[src/design/strict_utf8_to_utf16_decoder_unit_defines.svh]
// ----------------------------------------------------------------------------
// Assertion macros for the strict UTF-8 to UTF-16 decoder
// Concurrent checks with reset disable; empty when SYNTHESIS is defined.
// ----------------------------------------------------------------------------
`ifndef STRICT_UTF8_TO_UTF16_DECODER_UNIT_DEFINES_SVH
`define STRICT_UTF8_TO_UTF16_DECODER_UNIT_DEFINES_SVH

`ifndef SYNTHESIS

`define SU8D_ASSERT_IMP(lbl, clk, rst_n, ante, cons, msg) \
  lbl: assert property (@(posedge clk) disable iff (!rst_n) (ante) |-> (cons)) \
    else $error(msg);

`define SU8D_ASSERT_NXT(lbl, clk, rst_n, ante, cons, msg) \
  lbl: assert property (@(posedge clk) disable iff (!rst_n) (ante) |=> (cons)) \
    else $error(msg);

`else

`define SU8D_ASSERT_IMP(lbl, clk, rst_n, ante, cons, msg)

`define SU8D_ASSERT_NXT(lbl, clk, rst_n, ante, cons, msg)

`endif

`endif

[src/design/su8d_pkg.sv]
// ----------------------------------------------------------------------------
// su8d_pkg
// Types and constants shared by the decoder modules.
// ----------------------------------------------------------------------------
package su8d_pkg;

  typedef enum logic [1:0] {
    KIND_UNIT  = 2'd0,
    KIND_END   = 2'd1,
    KIND_ERROR = 2'd2
  } kind_e;

  typedef struct packed {
    logic [15:0] code_unit;
    kind_e       kind;
  } result_t;

  // one decoded input byte: up to three results
  typedef struct packed {
    logic               valid;
    logic [1:0]         count;
    result_t [2:0]      res;
  } step_out_t;

  localparam logic [7:0]  ASCII_MAX   = 8'h7F;
  localparam logic [7:0]  LEAD2_MIN   = 8'hC2;
  localparam logic [7:0]  LEAD2_MAX   = 8'hDF;
  localparam logic [7:0]  LEAD3_MIN   = 8'hE0;
  localparam logic [7:0]  LEAD3_MAX   = 8'hEF;
  localparam logic [7:0]  LEAD4_MIN   = 8'hF0;
  localparam logic [7:0]  LEAD4_MAX   = 8'hF4;
  localparam logic [20:0] MIN_CP2     = 21'h000080;
  localparam logic [20:0] MIN_CP3     = 21'h000800;
  localparam logic [20:0] MIN_CP4     = 21'h010000;
  localparam logic [20:0] SURR_MIN    = 21'h00D800;
  localparam logic [20:0] SURR_MAX    = 21'h00DFFF;
  localparam logic [20:0] CP_MAX      = 21'h10FFFF;
  localparam logic [20:0] BMP_MAX     = 21'h00FFFF;
  localparam logic [5:0]  HI_SURR_TAG = 6'b110110;
  localparam logic [5:0]  LO_SURR_TAG = 6'b110111;

endpackage

[src/design/su8d_if.sv]
// ----------------------------------------------------------------------------
// su8d_in_if / su8d_out_if
// Valid/ready channels for input bytes and decoded results.
// ----------------------------------------------------------------------------
interface su8d_in_if;
  logic       valid;
  logic       ready;
  logic [7:0] in_byte;
  logic       last_of_string;

  modport source (output valid, output in_byte, output last_of_string, input ready);
  modport sink   (input valid, input in_byte, input last_of_string, output ready);
endinterface

interface su8d_out_if;
  logic        valid;
  logic        ready;
  logic [15:0] code_unit;
  logic [1:0]  result_kind;
  logic        last_result;

  modport source (output valid, output code_unit, output result_kind,
                  output last_result, input ready);
  modport sink   (input valid, input code_unit, input result_kind,
                  input last_result, output ready);
endinterface

[src/design/su8d_step.sv]
// ----------------------------------------------------------------------------
// su8d_step
// Input register, decoder state and per-byte decode into a result bundle.
// ----------------------------------------------------------------------------
`include "strict_utf8_to_utf16_decoder_unit_defines.svh"

module su8d_step
  import su8d_pkg::*;
(
  input  logic       clk_i,
  input  logic       rst_ni,
  su8d_in_if.sink    in_i,
  input  logic       bnd_ready_i,
  output step_out_t  bnd_o
);

  logic        in_valid_q;
  logic [7:0]  byte_q;
  logic        last_q;

  logic [2:0]  seq_q, seq_d;
  logic [1:0]  rem_q, rem_d;
  logic [20:0] acc_q, acc_d;
  logic        err_q, err_d;

  logic        adv;
  logic        bad;
  logic        emit;
  logic        has_tail;
  kind_e       tail_kind;
  logic [20:0] cp;
  logic [20:0] cont_cp;
  logic [1:0]  rem_dec;
  logic [20:0] v;
  logic        pair;
  logic [15:0] unit_a, unit_b;
  logic [1:0]  n_units;
  result_t     tail_res, res_a, res_b;

  assign adv        = in_valid_q && bnd_ready_i;
  assign in_i.ready = !in_valid_q || adv;

  always_ff @(posedge clk_i or negedge rst_ni) begin
    if (!rst_ni) begin
      in_valid_q <= 1'b0;
    end else if (in_i.ready) begin
      in_valid_q <= in_i.valid;
    end
  end

  always_ff @(posedge clk_i) begin
    if (in_i.valid && in_i.ready) begin
      byte_q <= in_i.in_byte;
      last_q <= in_i.last_of_string;
    end
  end

  assign cont_cp = {acc_q[14:0], byte_q[5:0]};
  assign rem_dec = rem_q - 2'd1;

  always_comb begin
    seq_d     = seq_q;
    rem_d     = rem_q;
    acc_d     = acc_q;
    err_d     = err_q;
    bad       = 1'b0;
    emit      = 1'b0;
    has_tail  = 1'b0;
    tail_kind = KIND_END;
    cp        = '0;
    if (err_q) begin
      if (last_q) begin
        err_d = 1'b0;
      end
    end else begin
      if (rem_q == 2'd0) begin
        if (byte_q <= ASCII_MAX) begin
          emit = 1'b1;
          cp   = {13'd0, byte_q};
        end else if (byte_q inside {[LEAD2_MIN:LEAD2_MAX]}) begin
          acc_d = {16'd0, byte_q[4:0]};
          seq_d = 3'd2;
          rem_d = 2'd1;
        end else if (byte_q inside {[LEAD3_MIN:LEAD3_MAX]}) begin
          acc_d = {17'd0, byte_q[3:0]};
          seq_d = 3'd3;
          rem_d = 2'd2;
        end else if (byte_q inside {[LEAD4_MIN:LEAD4_MAX]}) begin
          acc_d = {18'd0, byte_q[2:0]};
          seq_d = 3'd4;
          rem_d = 2'd3;
        end else begin
          bad = 1'b1;
        end
      end else if (byte_q[7:6] != 2'b10) begin
        bad = 1'b1;
      end else begin
        acc_d = cont_cp;
        rem_d = rem_dec;
        if (rem_dec == 2'd0) begin
          if ((seq_q == 3'd2 && cont_cp < MIN_CP2) ||
              (seq_q == 3'd3 && cont_cp < MIN_CP3) ||
              (seq_q == 3'd4 && cont_cp < MIN_CP4) ||
              (cont_cp inside {[SURR_MIN:SURR_MAX]}) ||
              (cont_cp > CP_MAX)) begin
            bad = 1'b1;
          end else begin
            emit = 1'b1;
            cp   = cont_cp;
          end
          seq_d = 3'd0;
          acc_d = '0;
        end
      end
      if (!bad && last_q && rem_d != 2'd0) begin
        bad = 1'b1;
      end
      if (bad || last_q) begin
        has_tail  = 1'b1;
        tail_kind = bad ? KIND_ERROR : KIND_END;
        seq_d     = 3'd0;
        rem_d     = 2'd0;
        acc_d     = '0;
        err_d     = bad && !last_q;
      end
    end
  end

  assign pair   = cp > BMP_MAX;
  assign v      = cp - MIN_CP4;
  assign unit_a = pair ? {HI_SURR_TAG, v[19:10]} : cp[15:0];
  assign unit_b = {LO_SURR_TAG, v[9:0]};

  assign n_units  = emit ? (pair ? 2'd2 : 2'd1) : 2'd0;
  assign tail_res = '{code_unit: 16'd0, kind: tail_kind};
  assign res_a    = '{code_unit: unit_a, kind: KIND_UNIT};
  assign res_b    = '{code_unit: unit_b, kind: KIND_UNIT};

  always_comb begin
    bnd_o.valid = in_valid_q;
    bnd_o.count = n_units + {1'b0, has_tail};
    bnd_o.res   = '{default: '0};
    case (n_units)
      2'd0: begin
        bnd_o.res[0] = tail_res;
      end
      2'd1: begin
        bnd_o.res[0] = res_a;
        bnd_o.res[1] = tail_res;
      end
      2'd2: begin
        bnd_o.res[0] = res_a;
        bnd_o.res[1] = res_b;
        bnd_o.res[2] = tail_res;
      end
      default: begin
        bnd_o.res[0] = tail_res;
      end
    endcase
  end

  always_ff @(posedge clk_i or negedge rst_ni) begin
    if (!rst_ni) begin
      seq_q <= '0;
      rem_q <= '0;
      acc_q <= '0;
      err_q <= 1'b0;
    end else if (adv) begin
      seq_q <= seq_d;
      rem_q <= rem_d;
      acc_q <= acc_d;
      err_q <= err_d;
    end
  end

  `SU8D_ASSERT_IMP(a_idle_clean, clk_i, rst_ni, err_q || rem_q == 2'd0, seq_q == 3'd0 && acc_q == '0, "state not clear while idle or swallowing")
  `SU8D_ASSERT_IMP(a_seq_len, clk_i, rst_ni, rem_q != 2'd0, seq_q > {1'b0, rem_q} && !err_q, "sequence length inconsistent")
  `SU8D_ASSERT_NXT(a_end_clears, clk_i, rst_ni, adv && last_q, rem_q == 2'd0 && !err_q, "end of string left state behind")

endmodule

[src/design/su8d_serializer.sv]
// ----------------------------------------------------------------------------
// su8d_serializer
// Holds one result bundle and sends its results one transaction at a time.
// ----------------------------------------------------------------------------
`include "strict_utf8_to_utf16_decoder_unit_defines.svh"

module su8d_serializer
  import su8d_pkg::*;
(
  input  logic       clk_i,
  input  logic       rst_ni,
  input  step_out_t  bnd_i,
  output logic       bnd_ready_o,
  su8d_out_if.source out_o
);

  logic          valid_q;
  logic [1:0]    cnt_q;
  logic [1:0]    idx_q;
  result_t [2:0] res_q;
  logic          at_last;
  logic          free;
  logic          load;

  assign at_last     = idx_q == (cnt_q - 2'd1);
  assign free        = !valid_q || (out_o.ready && at_last);
  assign bnd_ready_o = free;
  assign load        = bnd_i.valid && free && (bnd_i.count != 2'd0);

  always_ff @(posedge clk_i or negedge rst_ni) begin
    if (!rst_ni) begin
      valid_q <= 1'b0;
      cnt_q   <= '0;
      idx_q   <= '0;
    end else if (load) begin
      valid_q <= 1'b1;
      cnt_q   <= bnd_i.count;
      idx_q   <= '0;
    end else if (valid_q && out_o.ready) begin
      if (at_last) begin
        valid_q <= 1'b0;
      end else begin
        idx_q <= idx_q + 2'd1;
      end
    end
  end

  always_ff @(posedge clk_i) begin
    if (load) begin
      res_q <= bnd_i.res;
    end
  end

  assign out_o.valid       = valid_q;
  assign out_o.code_unit   = res_q[idx_q].code_unit;
  assign out_o.result_kind = res_q[idx_q].kind;
  assign out_o.last_result = valid_q && at_last;

  `SU8D_ASSERT_IMP(a_idx_range, clk_i, rst_ni, valid_q, idx_q < cnt_q, "result index past bundle count")
  `SU8D_ASSERT_NXT(a_stall_hold, clk_i, rst_ni, valid_q && !out_o.ready, valid_q && $stable(idx_q) && $stable(cnt_q), "stalled bundle moved")
  `SU8D_ASSERT_NXT(a_new_bundle, clk_i, rst_ni, valid_q && out_o.ready && at_last, !valid_q || idx_q == 2'd0, "bundle did not restart at first result")

endmodule

[src/design/strict_utf8_to_utf16_decoder_unit.sv]
// ----------------------------------------------------------------------------
// strict_utf8_to_utf16_decoder_unit
// Strict streaming UTF-8 to UTF-16 decoder, one byte per transaction.
// ----------------------------------------------------------------------------
// Input channel in_i carries one UTF-8 byte and a last-of-string flag. Output
// channel out_o carries a 16-bit code unit, a result kind (unit, clean end,
// invalid) and last_result, set on the final result caused by one byte.
// A byte yields zero to three results: a unit or a surrogate pair, followed
// on the final byte of a string by an end result. A byte that shows an error
// yields only an invalid result, and the rest of the string is swallowed.
// A byte passes through the input register, then the output bundle register,
// which it holds until all its results are sent. Throughput is one byte per
// cycle for bytes with at most one result while the receiver is ready; the
// output register, one result per cycle, sets the rate otherwise.
// Reset clears the decode state and empties both registers. When the
// receiver stalls, the current result holds and the input stops accepting
// once the input register is full.
// ----------------------------------------------------------------------------
module strict_utf8_to_utf16_decoder_unit
  import su8d_pkg::*;
(
  input  logic       clk_i,
  input  logic       rst_ni,
  su8d_in_if.sink    in_i,
  su8d_out_if.source out_o
);

  step_out_t bnd;
  logic      bnd_ready;

  su8d_step u_step (
    .clk_i       (clk_i),
    .rst_ni      (rst_ni),
    .in_i        (in_i),
    .bnd_ready_i (bnd_ready),
    .bnd_o       (bnd)
  );

  su8d_serializer u_serializer (
    .clk_i       (clk_i),
    .rst_ni      (rst_ni),
    .bnd_i       (bnd),
    .bnd_ready_o (bnd_ready),
    .out_o       (out_o)
  );

endmodule

[src/flat_wrapper.sv]
// flat-port wrapper written by rule: the top's interface ports become plain ports
module strict_utf8_to_utf16_decoder_unit_flat import su8d_pkg::*;
  (clk_i, rst_ni, in_i_valid, in_i_in_byte, in_i_last_of_string, in_i_ready, out_o_valid, out_o_code_unit, out_o_result_kind, out_o_last_result, out_o_ready);
  su8d_in_if in_i_i ();
  su8d_out_if out_o_i ();
  input  logic clk_i;
  input  logic rst_ni;
  input wire logic [$bits(in_i_i.valid)-1:0] in_i_valid;
  input wire logic [$bits(in_i_i.in_byte)-1:0] in_i_in_byte;
  input wire logic [$bits(in_i_i.last_of_string)-1:0] in_i_last_of_string;
  output wire logic [$bits(in_i_i.ready)-1:0] in_i_ready;
  output wire logic [$bits(out_o_i.valid)-1:0] out_o_valid;
  output wire logic [$bits(out_o_i.code_unit)-1:0] out_o_code_unit;
  output wire logic [$bits(out_o_i.result_kind)-1:0] out_o_result_kind;
  output wire logic [$bits(out_o_i.last_result)-1:0] out_o_last_result;
  input wire logic [$bits(out_o_i.ready)-1:0] out_o_ready;
  assign in_i_i.valid = in_i_valid;
  assign in_i_i.in_byte = in_i_in_byte;
  assign in_i_i.last_of_string = in_i_last_of_string;
  assign in_i_ready = in_i_i.ready;
  assign out_o_valid = out_o_i.valid;
  assign out_o_code_unit = out_o_i.code_unit;
  assign out_o_result_kind = out_o_i.result_kind;
  assign out_o_last_result = out_o_i.last_result;
  assign out_o_i.ready = out_o_ready;
  strict_utf8_to_utf16_decoder_unit u_core (.clk_i(clk_i), .rst_ni(rst_ni), .in_i(in_i_i), .out_o(out_o_i));
endmodule
[config.mk]
export PLATFORM = sky130hd
export DESIGN_NAME = strict_utf8_to_utf16_decoder_unit_flat
export DESIGN_NICKNAME = d
export VERILOG_FILES = /design/src/design/su8d_pkg.sv /design/src/design/su8d_if.sv /design/src/design/su8d_step.sv /design/src/design/su8d_serializer.sv /design/src/design/strict_utf8_to_utf16_decoder_unit.sv /design/src/flat_wrapper.sv
export VERILOG_INCLUDE_DIRS = /design/src /design/src/design
export SDC_FILE = /design/constraint.sdc
export NUM_CORES = 1
export LEC_CHECK = 0
export BUFFER_PORTS_ARGS = -buffer_cell sky130_fd_sc_hd__buf_2
export CORE_MARGIN = 4
export CORE_UTILIZATION = 40
export DETAILED_ROUTE_END_ITERATION = 6
export PLACE_DENSITY = 0.58
export SYNTH_ARGS = -nofsm -noshare
export SYNTH_HDL_FRONTEND = slang
export SYNTH_SLANG_ARGS = --single-unit
[constraint.sdc]
create_clock -name clk_i -period 4.8 [get_ports clk_i]
set_input_delay 0.96 -clock clk_i [delete_from_list [all_inputs] [get_ports clk_i]]
set_output_delay 0.96 -clock clk_i [all_outputs]
set_load 0.05 [all_outputs]
==> results.tsv <==
metric	value	unit
outcome	finished clean	
die boundary width	105	um
number of routed nets with antenna violations	0	
CTS hold repair buffers	0	
number of antenna violations at the first check in global routing	0	
Total Neg Setup Slack	0	ps
num ports	34	
number of CTS-inserted buffers	9	
Final Critical Period	4450	ps
total of cells resized after clock tree synthesis	0	
pin count of the biggest net entering global routing	34	
via count of the first global-routing pass	2753	
Cell Pwr Density	596	nW/um^2
share of the clock period used by the worst path	92.8	%
clock latency at the later pin of the worst-skew pair	350	ps
total of endpoints with negative setup slack in the final report	0	
synthesized flop and latch total	69	
sequential area share after synthesis	51.0	%
Post-Route Skew	9.28	ps
max-cap check violation count	0	
highest achievable clock rate	225	MHz
area of all placed cells without fillers	4220	sq um
Compound-Gate Fraction of Synth Area	17.4	%
Netlist Area Pre-Place	3790	sq um
detailed-route wire length per cell	16.7	um
count of port buffers added during placement	33	
largest area contributor in the synthesized netlist	sky130_fd_sc_hd__edfxtp_1	
Leak	1.63	nW
pins over their slew limit	0	
slowest cell delay on critical path	450	ps
xor and xnor area share after synthesis	0.692	%
Final Net Count	401	
Primary FF master, synth	sky130_fd_sc_hd__edfxtp_1	
CP Data Required Time	4860	ps
placer's final routability congestion estimate	0.855	
simple-gate share of the synthesized area	19.4	%
hold slack final	584	ps
total wirelength of the detailed-routed design	8.62	mm
total buffers and inverters traversed by the critical path	2	
average cell area after synthesis	10.8	sq um
synthesis-to-layout area growth	11.3	%
combinational family with the most area after synthesis	simple AND/OR/NAND/NOR gates	
root buffer selected by CTS	sky130_fd_sc_hd__clkbuf_8	
fill cell total of the finished layout	881	
number of distinct standard cells referenced by the synthesized netlist	66	
pin slew with the least headroom to its limit	804	ps
wire length of the first global-routing pass	14.2	mm
Max Fanout on Critical Path	33	
top cells by count, synth	sky130_fd_sc_hd__edfxtp_1, sky130_fd_sc_hd__nand2_1, sky130_fd_sc_hd__dfrtp_1, sky130_fd_sc_hd__nor2_1, sky130_fd_sc_hd__mux2i_1	
CTS tree	yes	
cell seen most often among critical-path stages	sky130_fd_sc_hd__ha_1	
cell with the most instances after synthesis	sky130_fd_sc_hd__edfxtp_1	
Crit path max-delay family	simple AND/OR/NAND/NOR gates	
number of buffers added for setup after CTS	0	
TritonCTS Sinks	69	
core region area	9240	sq um
cell types occupying the most area after synthesis	sky130_fd_sc_hd__edfxtp_1, sky130_fd_sc_hd__dfrtp_1, sky130_fd_sc_hd__mux2i_1	
fraction of synthesized cell area taken by the top area cell type	33.2	%
total number of vias	2856	
post-synthesis mux area share	6.07	%
critical path data arrival time	4510	ps
DP HPWL	6.15	mm
number of antenna diodes	0	
post-synthesis share of cell area spent on full adders, half adders and majority gates	1.65	%
First DRT Iteration DRCs	232	
total iterations of the first detailed-routing run	4	
initial core utilization	41.1	%
Ys Warns	0	
clock transition at the registers of the reported paths	80	ps
category of the most critical setup path	reg -> reg	
die span in y	105	um
Total Die Area	11100	sq um
worst max-slew margin expressed relative to the limit	46.4	%
element type at the critical path start	register	
final hold violations	0	
htree depth	3	
gr usage total	16.1	%
site row count	35	
Gate Count Post-Synth	353	
CTS Buffer Depth	2	
count of flip-flops with a built-in enable after synthesis	42	
total DRC errors in the routed layout	0	
fraction of registers with async set/reset	39.1	%
Synth Net Count	371	
Setup crit end kind	register	
Final Core Density	45.7	%
worst hold path class	reg -> reg	
crit path max-delay cell type	sky130_fd_sc_hd__ha_1	
largest voltage drop on the vdd net	0.281	mV
total placed instance area	4050	sq um
PnR worst setup slack	347	ps
post-detailed-route via-to-cell ratio	5.52	
Place WS	423	ps
RSZ-0062 raised after global routing	false	
global-route congestion overflow total	0	
cell breakdown of the critical path	inv_1 > ha_1 > nor2b_1 > and2_1 > and4_2 > nand2_1 > ha_1 > nand3_1 > a21oi_1 > nand2_1 > o21ai_0 > nor2_2 > nor2b_1 > ha_1 > nand2b_1 > or4_1 > and3_1 > buf_4	
proportion of layout cells with a drive suffix above 1	18.8	%
==> layout by cell type (no fill, tap or decap), types with 2 or more instances in the layout <==
master,n
sky130_fd_sc_hd__nand2_1,37
sky130_fd_sc_hd__nor2b_1,4
sky130_fd_sc_hd__nor3_1,7
sky130_fd_sc_hd__clkbuf_8,9
sky130_fd_sc_hd__and3_1,5
sky130_fd_sc_hd__or4_1,4
sky130_fd_sc_hd__a21oi_1,19
sky130_fd_sc_hd__a22o_1,12
sky130_fd_sc_hd__o21a_1,5
sky130_fd_sc_hd__nor2_1,24
sky130_fd_sc_hd__dfrtp_1,27
sky130_fd_sc_hd__or3_1,2
sky130_fd_sc_hd__o211ai_1,4
sky130_fd_sc_hd__mux2i_1,23
sky130_fd_sc_hd__nand3_1,11
sky130_fd_sc_hd__xnor2_1,2
sky130_fd_sc_hd__a221o_1,2
sky130_fd_sc_hd__nand2b_1,7
sky130_fd_sc_hd__buf_4,4
sky130_fd_sc_hd__nor4_2,2
sky130_fd_sc_hd__a2bb2oi_1,3
sky130_fd_sc_hd__o22ai_1,4
sky130_fd_sc_hd__a32o_1,2
sky130_fd_sc_hd__clkinvlp_4,2
sky130_fd_sc_hd__buf_2,33
sky130_fd_sc_hd__and2_1,13
sky130_fd_sc_hd__nand4_1,4
sky130_fd_sc_hd__nor4_1,3
sky130_fd_sc_hd__nor2_2,2
sky130_fd_sc_hd__a211oi_1,5
sky130_fd_sc_hd__inv_1,11
sky130_fd_sc_hd__ha_1,5
sky130_fd_sc_hd__o21ai_0,11
sky130_fd_sc_hd__a31oi_1,3
sky130_fd_sc_hd__inv_6,2
sky130_fd_sc_hd__edfxtp_1,42
==> cell families after synthesis <==
kind of cell | after synthesis
buffers and inverters | 29
AND/OR/NAND/NOR | 137
XOR/XNOR | 3
adder cells (fa/ha/maj) | 5
multiplexers | 23
flip-flops | 69
AO/OA/AOI/OAI | 87
==> final timing paths <==
path                                                                to  slack (ps)  depth (start not counted)                                startpoint
setup / recovery           u_core.u_serializer.res_q[36]$_SDFFCE_PP0P_         350                         18        u_core.u_step.rem_q[0]$_DFFE_PN0P_
hold / removal                u_core.u_serializer.cnt_q[1]$_DFFE_PN0P_         580                          2  u_core.u_serializer.cnt_q[1]$_DFFE_PN0P_
setup reg to reg           u_core.u_serializer.res_q[36]$_SDFFCE_PP0P_         350                         18        u_core.u_step.rem_q[0]$_DFFE_PN0P_
hold reg to reg               u_core.u_serializer.cnt_q[1]$_DFFE_PN0P_         580                          2  u_core.u_serializer.cnt_q[1]$_DFFE_PN0P_
max in group asynchronous           u_core.u_step.acc_q[3]$_DFFE_PN0P_        3710                          1                                    rst_ni
min in group asynchronous          u_core.u_step.acc_q[14]$_DFFE_PN0P_         650                          1                                    rst_ni
==> area by class of cell <==
class                      count  area (sq um)  share of cell area (%)
timing repair buffer          37           195                    4.62
clock inverter                 6          46.3                    1.10
clock buffer                  10           128                    3.02
sequential                    69          1940                    45.9
multi-input combinational    255          1710                    40.6
inverter                      11          41.3                   0.978
tap                          129           161                    3.82
==> worst min-delay path, delay by kind of cell (launching register included) <==
family	cells	cell delay, ps
AO/OA/AOI/OAI	2	150
flip-flops	1	400
==> through the flow <==
step	std cells	total power, W
final	517	0.00252
after global routing	517	0.00268
after CTS	517	0.00254
after detailed placement	501	0.00211
after global placement	501	0.00209
after floorplan	353	0.00184
==> power breakdown <==
group	total [W]	leakage [nW]	internal (W)	switching [W]
registers	0.000956	0.762	0.000841	0.000116
logic	0.00114	0.787	0.000329	0.000807
clock network	0.000426	0.0833	0.000191	0.000235
==> layer usage <==
metal  global-route usage [%]  up-vias  routed length, um
met2                     24.2       84               3910
li1                         -     1393                  -
met4                     6.94        0                184
met1                     22.7     1365               4070
met5                        0        -                  0
met3                     3.18       14                458
==> sequential cells by signal, summed over array words and instances, names as in the netlist <==
register                         flops
u_core.u_step.acc_q                 15
u_core.u_step.seq_q                  3
u_core.u_step.rem_q                  2
u_core.u_serializer.cnt_q            2
u_core.u_step.byte_q                 8
u_core.u_serializer.out_o.valid      1
u_core.u_serializer.idx_q            2
u_core.u_serializer.res_q           33
u_core.u_step.in_valid_q             1
u_core.u_step.err_q                  1
u_core.u_step.last_q                 1
Power figures use the tool's default switching activity.
